**config.mk**
```make
export PLATFORM = sky130hd
export DESIGN_NAME = meter_frame_receiver
export DESIGN_NICKNAME = d
export VERILOG_FILES = /design/src/rtl/mfr_pkg.sv /design/src/rtl/mfr_front.sv /design/src/rtl/mfr_queue.sv /design/src/rtl/mfr_engine.sv /design/src/rtl/meter_frame_receiver.sv
export SDC_FILE = /design/constraint.sdc
export NUM_CORES = 1
export LEC_CHECK = 0
export BUFFER_PORTS_ARGS = -buffer_cell sky130_fd_sc_hd__buf_2
export CAP_MARGIN = 20
export CORE_ASPECT_RATIO = 1.75
export CORE_MARGIN = 3
export CORE_UTILIZATION = 35
export DETAILED_ROUTE_END_ITERATION = 16
export PLACE_DENSITY = 0.53
export SYNTH_ARGS = -nofsm -noshare
export SYNTH_HDL_FRONTEND = slang
export SYNTH_SLANG_ARGS = --single-unit
```
**constraint.sdc**
```tcl
create_clock -name clk -period 10.1 [get_ports clk]
set_clock_uncertainty 0.2 [all_clocks]
set_input_delay 0 -clock clk [delete_from_list [all_inputs] [get_ports clk]]
set_output_delay 0 -clock clk [all_outputs]
set_load 0.005 [all_outputs]
```
**src/rtl/mfr_pkg.sv**
```systemverilog
// ----------------------------------------------------------------------------
// mfr_pkg
// Types and constants shared by the meter frame receiver modules.
// ----------------------------------------------------------------------------
package mfr_pkg;

  localparam logic [7:0] HEAD_BYTE  = 8'h68;
  localparam logic [7:0] TAIL_BYTE  = 8'h16;
  localparam int         ADDR_BYTES = 6;

  // Length bytes from this value upward give (L+1)/200 = 1, which earns the
  // timer ten extra ticks.
  localparam logic [7:0]  EXT_LEN_MIN = 8'd199;
  localparam logic [16:0] EXT_TICKS   = 17'd10;
  localparam logic [15:0] TIMER_MAX   = 16'hFFFF;

  localparam int Q_DEPTH = 2;
  localparam int Q_PTR_W = $clog2(Q_DEPTH);
  localparam int Q_CNT_W = $clog2(Q_DEPTH + 1);

  localparam logic CFG_MAX_LEN = 1'b0;
  localparam logic CFG_BASE_TO = 1'b1;

  localparam logic [7:0]  MAX_LEN_RST = 8'd255;
  localparam logic [15:0] BASE_TO_RST = 16'd100;

  typedef enum logic [2:0] {
    EV_NONE      = 3'd0,
    EV_PAYLOAD   = 3'd1,
    EV_FRAME_OK  = 3'd2,
    EV_HEAD_ERR  = 3'd3,
    EV_TOO_LONG  = 3'd4,
    EV_TAIL_ERR  = 3'd5,
    EV_CSUM_ERR  = 3'd6,
    EV_TIMEOUT   = 3'd7
  } mfr_event_t;

  typedef enum logic [2:0] {
    ST_HUNT,
    ST_ADDR,
    ST_HEAD2,
    ST_CTRL_LEN,
    ST_DATA,
    ST_TAIL
  } mfr_state_t;

  // One classified item as it travels from the front end to the engine.
  typedef struct packed {
    logic       is_tick;
    logic       is_head;
    logic       is_tail;
    logic [7:0] rx_byte;
  } mfr_item_t;

  typedef struct packed {
    logic [7:0]  max_len;
    logic [15:0] base_to;
  } mfr_cfg_t;

endpackage

```
**src/rtl/mfr_front.sv**
```systemverilog
// ----------------------------------------------------------------------------
// mfr_front
// Input stage: takes items from the input channel and classifies them.
// ----------------------------------------------------------------------------
module mfr_front (
  input  logic              clk,
  input  logic              rst_n,
  input  logic              in_valid,
  output logic              in_ready,
  input  logic              in_req_type,
  input  logic [7:0]        in_rx_byte,
  output logic              item_valid,
  input  logic              item_ready,
  output mfr_pkg::mfr_item_t item
);
  import mfr_pkg::*;

  logic      valid_r, valid_nxt;
  mfr_item_t item_r, item_nxt;
  logic      take;

  assign in_ready   = !valid_r || item_ready;
  assign take       = in_valid && in_ready;
  assign item_valid = valid_r;
  assign item       = item_r;

  always_comb begin
    valid_nxt = take || (valid_r && !item_ready);
    item_nxt  = item_r;
    if (take) begin
      item_nxt.is_tick = in_req_type;
      item_nxt.is_head = (in_rx_byte == HEAD_BYTE);
      item_nxt.is_tail = (in_rx_byte == TAIL_BYTE);
      item_nxt.rx_byte = in_rx_byte;
    end
  end

  always_ff @(posedge clk) begin
    if (!rst_n) begin
      valid_r <= 1'b0;
    end else begin
      valid_r <= valid_nxt;
    end
    item_r <= item_nxt;
  end

endmodule

```
**src/rtl/mfr_queue.sv**
```systemverilog
// ----------------------------------------------------------------------------
// mfr_queue
// Short queue between the front end and the frame engine.
// ----------------------------------------------------------------------------
module mfr_queue (
  input  logic               clk,
  input  logic               rst_n,
  input  logic               push_valid,
  output logic               push_ready,
  input  mfr_pkg::mfr_item_t push_item,
  output logic               pop_valid,
  input  logic               pop_ready,
  output mfr_pkg::mfr_item_t pop_item
);
  import mfr_pkg::*;

  mfr_item_t          mem_r [Q_DEPTH];
  logic [Q_PTR_W-1:0] wr_ptr_r, wr_ptr_nxt;
  logic [Q_PTR_W-1:0] rd_ptr_r, rd_ptr_nxt;
  logic [Q_CNT_W-1:0] count_r, count_nxt;
  logic               push, pop;

  assign push_ready = (count_r != Q_CNT_W'(Q_DEPTH));
  assign pop_valid  = (count_r != '0);
  assign pop_item   = mem_r[rd_ptr_r];
  assign push       = push_valid && push_ready;
  assign pop        = pop_valid && pop_ready;

  always_comb begin
    wr_ptr_nxt = wr_ptr_r;
    rd_ptr_nxt = rd_ptr_r;
    count_nxt  = count_r;
    if (push) begin
      wr_ptr_nxt = (wr_ptr_r == Q_PTR_W'(Q_DEPTH - 1)) ? '0 : wr_ptr_r + 1'b1;
    end
    if (pop) begin
      rd_ptr_nxt = (rd_ptr_r == Q_PTR_W'(Q_DEPTH - 1)) ? '0 : rd_ptr_r + 1'b1;
    end
    if (push && !pop) begin
      count_nxt = count_r + Q_CNT_W'(1);
    end else if (pop && !push) begin
      count_nxt = count_r - Q_CNT_W'(1);
    end
  end

  always_ff @(posedge clk) begin
    if (!rst_n) begin
      wr_ptr_r <= '0;
      rd_ptr_r <= '0;
      count_r  <= '0;
    end else begin
      wr_ptr_r <= wr_ptr_nxt;
      rd_ptr_r <= rd_ptr_nxt;
      count_r  <= count_nxt;
    end
  end

  always_ff @(posedge clk) begin
    if (push) begin
      mem_r[wr_ptr_r] <= push_item;
    end
  end

endmodule

```
**src/rtl/mfr_engine.sv**
```systemverilog
// ----------------------------------------------------------------------------
// mfr_engine
// Frame state machine, frame timer and registered result stage.
// ----------------------------------------------------------------------------
module mfr_engine (
  input  logic               clk,
  input  logic               rst_n,
  input  mfr_pkg::mfr_cfg_t  cfg,
  input  logic               item_valid,
  output logic               item_ready,
  input  mfr_pkg::mfr_item_t item,
  output logic               out_valid,
  input  logic               out_ready,
  output logic [2:0]         out_event_res,
  output logic [7:0]         out_data_byte,
  output logic [7:0]         out_ctrl_code,
  output logic [47:0]        out_station_address,
  output logic [7:0]         out_payload_len
);
  import mfr_pkg::*;

  mfr_state_t  state_r, state_nxt;
  logic [7:0]  count_r, count_nxt;
  logic [7:0]  sum_r, sum_nxt;
  logic        tmr_run_r, tmr_run_nxt;
  logic [15:0] tmr_cnt_r, tmr_cnt_nxt;
  logic [15:0] tmr_lim_r, tmr_lim_nxt;
  logic [47:0] addr_r, addr_nxt;
  logic [7:0]  ctrl_r, ctrl_nxt;
  logic [7:0]  len_r, len_nxt;

  logic        ovalid_r, ovalid_nxt;
  mfr_event_t  oevent_r, oevent_nxt;
  logic [7:0]  odata_r, odata_nxt;
  logic [7:0]  octrl_r, octrl_nxt;
  logic [47:0] oaddr_r, oaddr_nxt;
  logic [7:0]  olen_r, olen_nxt;

  logic        take;
  logic [7:0]  b;
  logic [15:0] tick_cnt;
  logic        expired;
  logic        too_long;
  logic [16:0] ext_lim;
  logic [15:0] ext_lim_sat;

  assign item_ready = !ovalid_r || out_ready;
  assign take       = item_valid && item_ready;
  assign b          = item.rx_byte;
  assign tick_cnt   = tmr_cnt_r + 16'd1;
  assign expired    = (tick_cnt >= tmr_lim_r);
  assign too_long   = (b > cfg.max_len);
  assign ext_lim    = {1'b0, cfg.base_to} + ((b >= EXT_LEN_MIN) ? EXT_TICKS : 17'd0);
  assign ext_lim_sat = ext_lim[16] ? TIMER_MAX : ext_lim[15:0];

  // Next state.
  always_comb begin
    state_nxt = state_r;
    if (take) begin
      if (item.is_tick) begin
        if (!tmr_run_r || expired) begin
          state_nxt = ST_HUNT;
        end
      end else begin
        case (state_r)
          ST_HUNT: begin
            if (item.is_head) begin
              state_nxt = ST_ADDR;
            end
          end
          ST_ADDR: begin
            if (count_r == 8'(ADDR_BYTES - 1)) begin
              state_nxt = ST_HEAD2;
            end
          end
          ST_HEAD2: begin
            state_nxt = item.is_head ? ST_CTRL_LEN : ST_HUNT;
          end
          ST_CTRL_LEN: begin
            if (count_r != 8'd0) begin
              state_nxt = too_long ? ST_HUNT : ST_DATA;
            end
          end
          ST_DATA: begin
            if (count_r >= len_r) begin
              state_nxt = ST_TAIL;
            end
          end
          ST_TAIL:  state_nxt = ST_HUNT;
          default:  state_nxt = ST_HUNT;
        endcase
      end
    end
  end

  // Frame registers, timer and result.
  always_comb begin
    count_nxt   = count_r;
    sum_nxt     = sum_r;
    tmr_run_nxt = tmr_run_r;
    tmr_cnt_nxt = tmr_cnt_r;
    tmr_lim_nxt = tmr_lim_r;
    addr_nxt    = addr_r;
    ctrl_nxt    = ctrl_r;
    len_nxt     = len_r;
    oevent_nxt  = oevent_r;
    odata_nxt   = odata_r;
    octrl_nxt   = octrl_r;
    oaddr_nxt   = oaddr_r;
    olen_nxt    = olen_r;
    ovalid_nxt  = take || (ovalid_r && !out_ready);
    if (take) begin
      oevent_nxt = EV_NONE;
      odata_nxt  = 8'd0;
      octrl_nxt  = 8'd0;
      oaddr_nxt  = 48'd0;
      olen_nxt   = 8'd0;
      if (item.is_tick) begin
        if (!tmr_run_r) begin
          count_nxt = 8'd0;
        end else begin
          tmr_cnt_nxt = tick_cnt;
          if (expired) begin
            count_nxt   = 8'd0;
            tmr_run_nxt = 1'b0;
            oevent_nxt  = EV_TIMEOUT;
          end
        end
      end else begin
        case (state_r)
          ST_HUNT: begin
            if (item.is_head) begin
              count_nxt   = 8'd0;
              addr_nxt    = 48'd0;
              ctrl_nxt    = 8'd0;
              len_nxt     = 8'd0;
              sum_nxt     = HEAD_BYTE;
              tmr_cnt_nxt = 16'd0;
              tmr_lim_nxt = cfg.base_to;
              tmr_run_nxt = 1'b1;
            end
          end
          ST_ADDR: begin
            addr_nxt[{count_r[2:0], 3'b000} +: 8] = b;
            sum_nxt   = sum_r + b;
            count_nxt = count_r + 8'd1;
          end
          ST_HEAD2: begin
            count_nxt = 8'd0;
            if (item.is_head) begin
              sum_nxt = sum_r + b;
            end else begin
              tmr_run_nxt = 1'b0;
              oevent_nxt  = EV_HEAD_ERR;
            end
          end
          ST_CTRL_LEN: begin
            sum_nxt = sum_r + b;
            if (count_r == 8'd0) begin
              ctrl_nxt  = b;
              count_nxt = 8'd1;
            end else begin
              len_nxt   = b;
              count_nxt = 8'd0;
              if (too_long) begin
                tmr_run_nxt = 1'b0;
                oevent_nxt  = EV_TOO_LONG;
              end else begin
                tmr_cnt_nxt = 16'd0;
                tmr_lim_nxt = ext_lim_sat;
                tmr_run_nxt = 1'b1;
              end
            end
          end
          ST_DATA: begin
            if (count_r < len_r) begin
              sum_nxt    = sum_r + b;
              count_nxt  = count_r + 8'd1;
              oevent_nxt = EV_PAYLOAD;
              odata_nxt  = b;
            end else begin
              sum_nxt = sum_r - b;
            end
          end
          ST_TAIL: begin
            count_nxt   = 8'd0;
            tmr_run_nxt = 1'b0;
            if (!item.is_tail) begin
              oevent_nxt = EV_TAIL_ERR;
            end else if (len_r > cfg.max_len) begin
              oevent_nxt = EV_TOO_LONG;
            end else if (sum_r != 8'd0) begin
              oevent_nxt = EV_CSUM_ERR;
            end else begin
              oevent_nxt = EV_FRAME_OK;
            end
            if (!item.is_tail || len_r <= cfg.max_len) begin
              octrl_nxt = ctrl_r;
              oaddr_nxt = addr_r;
              olen_nxt  = len_r;
            end
          end
          default: begin
            count_nxt   = 8'd0;
            tmr_run_nxt = 1'b0;
          end
        endcase
      end
    end
  end

  always_ff @(posedge clk) begin
    if (!rst_n) begin
      state_r   <= ST_HUNT;
      count_r   <= 8'd0;
      sum_r     <= 8'd0;
      tmr_run_r <= 1'b0;
      tmr_cnt_r <= 16'd0;
      tmr_lim_r <= 16'd0;
      addr_r    <= 48'd0;
      ctrl_r    <= 8'd0;
      len_r     <= 8'd0;
      ovalid_r  <= 1'b0;
    end else begin
      state_r   <= state_nxt;
      count_r   <= count_nxt;
      sum_r     <= sum_nxt;
      tmr_run_r <= tmr_run_nxt;
      tmr_cnt_r <= tmr_cnt_nxt;
      tmr_lim_r <= tmr_lim_nxt;
      addr_r    <= addr_nxt;
      ctrl_r    <= ctrl_nxt;
      len_r     <= len_nxt;
      ovalid_r  <= ovalid_nxt;
    end
    oevent_r <= oevent_nxt;
    odata_r  <= odata_nxt;
    octrl_r  <= octrl_nxt;
    oaddr_r  <= oaddr_nxt;
    olen_r   <= olen_nxt;
  end

  assign out_valid           = ovalid_r;
  assign out_event_res       = oevent_r;
  assign out_data_byte       = odata_r;
  assign out_ctrl_code       = octrl_r;
  assign out_station_address = oaddr_r;
  assign out_payload_len     = olen_r;

endmodule

```
**src/rtl/meter_frame_receiver.sv**
```systemverilog
// ----------------------------------------------------------------------------
// meter_frame_receiver
// Receiver for meter frames: head, six address bytes, head, control, length,
// data, checksum and tail, with a frame timer driven by tick items.
// ----------------------------------------------------------------------------
// Each input item is either a received byte or a timer tick, and each one
// yields exactly one result item on the output channel: a payload byte as it
// arrives, a frame outcome at the tail or on an abort, or an empty event.
// The address, control byte and length accompany the frame-ok, tail-error
// and checksum-error outcomes only.
// An item is taken on every cycle in which in_valid and in_ready are high;
// sustained throughput is one item per cycle while out_ready stays high. From
// acceptance, an item passes in order through the input register, the
// two-entry queue and the result register before out_valid rises.
// When the output side stalls, the result register holds its item, the frame
// engine stops popping, the queue fills and in_ready falls once the input
// register is also occupied; nothing is dropped.
// Configuration writes on the cfg_ channel are always taken (cfg_ready is
// tied high) and should only happen while no items are in flight.
// Synchronous reset returns the receiver to head hunting with the timer
// stopped and restores max_payload_len to 255 and base_timeout to 100.
// ----------------------------------------------------------------------------
module meter_frame_receiver (
  input  logic        clk,
  input  logic        rst_n,
  input  logic        in_valid,
  output logic        in_ready,
  input  logic        in_req_type,
  input  logic [7:0]  in_rx_byte,
  output logic        out_valid,
  input  logic        out_ready,
  output logic [2:0]  out_event_res,
  output logic [7:0]  out_data_byte,
  output logic [7:0]  out_ctrl_code,
  output logic [47:0] out_station_address,
  output logic [7:0]  out_payload_len,
  input  logic        cfg_valid,
  output logic        cfg_ready,
  input  logic        cfg_index,
  input  logic [15:0] cfg_wdata
);
  import mfr_pkg::*;

  mfr_cfg_t  cfg_r, cfg_nxt;
  logic      front_valid, front_ready;
  mfr_item_t front_item;
  logic      q_valid, q_ready;
  mfr_item_t q_item;

  // Configuration registers; a write lands on the next edge.
  assign cfg_ready = 1'b1;

  always_comb begin
    cfg_nxt = cfg_r;
    if (cfg_valid) begin
      case (cfg_index)
        CFG_MAX_LEN: cfg_nxt.max_len = cfg_wdata[7:0];
        CFG_BASE_TO: cfg_nxt.base_to = cfg_wdata;
        default:     cfg_nxt = cfg_r;
      endcase
    end
  end

  always_ff @(posedge clk) begin
    if (!rst_n) begin
      cfg_r.max_len <= MAX_LEN_RST;
      cfg_r.base_to <= BASE_TO_RST;
    end else begin
      cfg_r <= cfg_nxt;
    end
  end

  // Front end: registers and classifies each incoming item.
  mfr_front u_front (
    .clk        (clk),
    .rst_n      (rst_n),
    .in_valid   (in_valid),
    .in_ready   (in_ready),
    .in_req_type(in_req_type),
    .in_rx_byte (in_rx_byte),
    .item_valid (front_valid),
    .item_ready (front_ready),
    .item       (front_item)
  );

  // The queue lets the front end keep taking items while the engine waits.
  mfr_queue u_queue (
    .clk       (clk),
    .rst_n     (rst_n),
    .push_valid(front_valid),
    .push_ready(front_ready),
    .push_item (front_item),
    .pop_valid (q_valid),
    .pop_ready (q_ready),
    .pop_item  (q_item)
  );

  // Back end: frame state machine, timer and result register.
  mfr_engine u_engine (
    .clk                (clk),
    .rst_n              (rst_n),
    .cfg                (cfg_r),
    .item_valid         (q_valid),
    .item_ready         (q_ready),
    .item               (q_item),
    .out_valid          (out_valid),
    .out_ready          (out_ready),
    .out_event_res      (out_event_res),
    .out_data_byte      (out_data_byte),
    .out_ctrl_code      (out_ctrl_code),
    .out_station_address(out_station_address),
    .out_payload_len    (out_payload_len)
  );

endmodule
```
==> flow_summary.ini <==
[outcome]
status = finished, final reports clean

[synth]
ys_warn_count = 0
synthTopCellsByArea = edfxtp_1, dfxtp_1, ha_1, nor2_1, and2_1
postSynthCellCount = 1168
yosys.area.top_type = edfxtp_1
synth_seq_cells = 255
synth_nets = 1265
synth_top_flop_cell = dfxtp_1
synth-async-reset-ratio = 0
synth.distinct_cells = 78
ys_seq_area_frac = 0.515
synth_top_area_share = 0.270
synth-edff-count = 108
syn_area_um2 = 12000
syn_avg_cell_area_um2 = 10.3

[sta]
finalHoldViolCount = 0
rsz0062_at_grt = no
layout_setup_ws_ns = 5.40
fmax_mhz = 213
fin_crit_sh = 0.466
relSlewSlack = 0.410
drv_slew = 0
totalNegativeSetupSlack_ns = 0
fin_crit_ns = 4.70
worstMarginPinSlew_ns = 0.882
finalSetupViolations = 0

[flow_run]
cap_violations = 0

[pwr]
p_leak_nw = 5.65
ir_drop_mv = 0.141
p_per_area_nw_per_um2 = 216

[grt]
antenna_found_initial = 0
grt_max_degree = 76
first_global_vias = 9347
grt_use_total = 0.177
grt_pass1_wl_um = 51200
grt_overflow_total = 0

[final_layout]
multiInputGateArea_um2 = 5360
syn_to_final_growth_pct = 18.4
layout_commonest_cell = dfxtp_1
num_antenna_cells = 0
utilization = 0.421
n_fill_cell = 3274
seqCellArea_um2 = 6190
final_cell_mix = dfxtp_1, nor2_1, edfxtp_1, buf_2, nand2_1
final_cells = 1774
drive_gt1_frac = 0.137
fin_nets = 1397

[floorplan]
fp.dieW_um = 146
start_util = 0.356
dieArea_um2 = 36700
die_h_um = 251
row_count = 89
core_region_area_um2 = 33700
ios = 109

[setup_path]
cpLargestDelayFamily = compound AO/OA/AOI/OAI gates
worstPathCellList = mux2i_1 > clkinv_1 > ha_1 > nor2b_1 > o21a_1 > o21ai_0 > a211oi_1 > o21ai_1 > nand3_1 > o221a_2
end_kind = register
critPathSlowestCell = dfxtp_1
critPathArrivalTime_ns = 4.93
critPathLaunchType = register
required_ns = 10.33
path_class = register to register
path_buf_inv = 1
cp_slowest_stage_delay_ns = 0.71
cp_max_fo = 15

[route]
routed_wl_um = 33000
ant_nets = 0
drc = 0
routedWlPerCell_um = 18.6
vias = 9116
first_pass_iters = 5
drtIter0Drc = 432
routed_via_density = 5.14

[placement]
place.gp.congestion = 0.884
port_buffers = 107
hpwlAfterDp_um = 23900
place_inst = 1687
post-place-ws_ns = 5.37

[min_path]
hp-class = input port to register

[clock_tree]
clk_latency_ns = 0.54
cts-root-buf = clkbuf_16
clk_pin_slew_worst_paths_ns = 0.07
cts_tree = yes
cts_buffers = 25
clock-sinks = 255
cts_buffer_depth = 3
h-tree-depth = 1
-- per-layer routing --
metal	vias up	wire, um	track usage	part of all wire
li1	4470	-	-	-
met1	4352	12500	0.191	0.38
met2	218	17700	0.339	0.54
met3	76	1180	0.0213	0.036
met4	0	1540	0.0850	0.047
met5	-	0	0	0
-- sequential cells by signal (all words and copies together), names as in the netlist, named ones only --
name and cells:
u_front.item_valid 1, u_engine.out_station_address 48, u_engine.sum_r 8, u_engine.out_ctrl_code 8, u_queue.wr_ptr_r 1, u_engine.out_event_res 3
u_front.item 11, u_engine.out_payload_len 8, u_engine.tmr_run_r 1, u_engine.out_valid 1, u_engine.state_r 3, u_engine.tmr_lim_r 16
u_engine.tmr_cnt_r 16, u_queue.count_r 2, cfg_r 24, u_engine.len_r 8, u_engine.addr_r 48, u_engine.count_r 8
u_queue.rd_ptr_r 1, u_engine.ctrl_r 8, u_engine.out_data_byte 8, u_queue.mem_r 22
-- path summary, 6_finish.rpt --
path,startpoint,depth (start not counted),slack [ns],endpoint
min reg2reg,u_front.item[3],0,0.25,u_queue.mem_r[1][3]
max reg2reg,register,10,5.40,u_engine.tmr_lim_r[3]
min,cfg_valid,4,0.01,cfg_r[3]
max,register,10,5.40,u_engine.tmr_lim_r[3]
-- cells by family after synthesis --
kind of cell	share of synthesized area
flops	0.515
fa+ha+maj	0.0700
compound gates	0.147
other cells	0.000312
simple gates	0.178
xor+xnor	0.0226
buf+inv	0.0394
mux	0.0271
-- area by class of cell --
cell class,count,area share
Sequential cell,255,0.435
Multi-Input combinational cell,797,0.377
Timing Repair Buffer,159,0.0723
Clock buffer,31,0.0456
Tap cell,455,0.0400
Inverter,62,0.0165
Clock inverter,15,0.0136
-- power breakdown --
| group | internal, mW | switching, mW |
|---|---|---|
| registers | 1.27 | 0.0807 |
| logic | 0.264 | 0.491 |
| clock network | 0.562 | 0.408 |
-- tightest hold or removal path, stage by stage --
cell	delay (ns)
buf_2	0.11
and2_1	0.38
nand2_1	0.16
a21oi_1	0.05
-- Yosys cell counts, types with 20 or more instances --
cell type	number
dfxtp_1	147
nor2_1	124
edfxtp_1	108
nand2_1	74
and2_1	71
a21oi_1	68
ha_1	64
inv_1	58
a22oi_1	47
clkbuf_1	37
mux2i_1	28
nand3_1	25
o21ai_0	20
-- what timing repair did --
item,in CTS,in global routing
endpoints found under the hold margin,71,0
resized for setup,0,0
setup buffers,0,0
hold buffers,41,0
endpoints found under the setup margin,0,0
-- metrics by stage --
step / hold slack [ns] / power [mW] / area [um2]
2_1_floorplan: -0.101 / 1.82 / 12000
3_3_place_gp: -0.0208 / 2.11 / 13000
3_5_place_dp: -0.0176 / 2.12 / 13000
4_1_cts: 0.000344 / 3.11 / 14200
5_1_grt: 0.0251 / 3.24 / 14200
6_report: 0.0143 / 3.07 / 14200
Note: power is estimated with default switching activity, not from simulation.
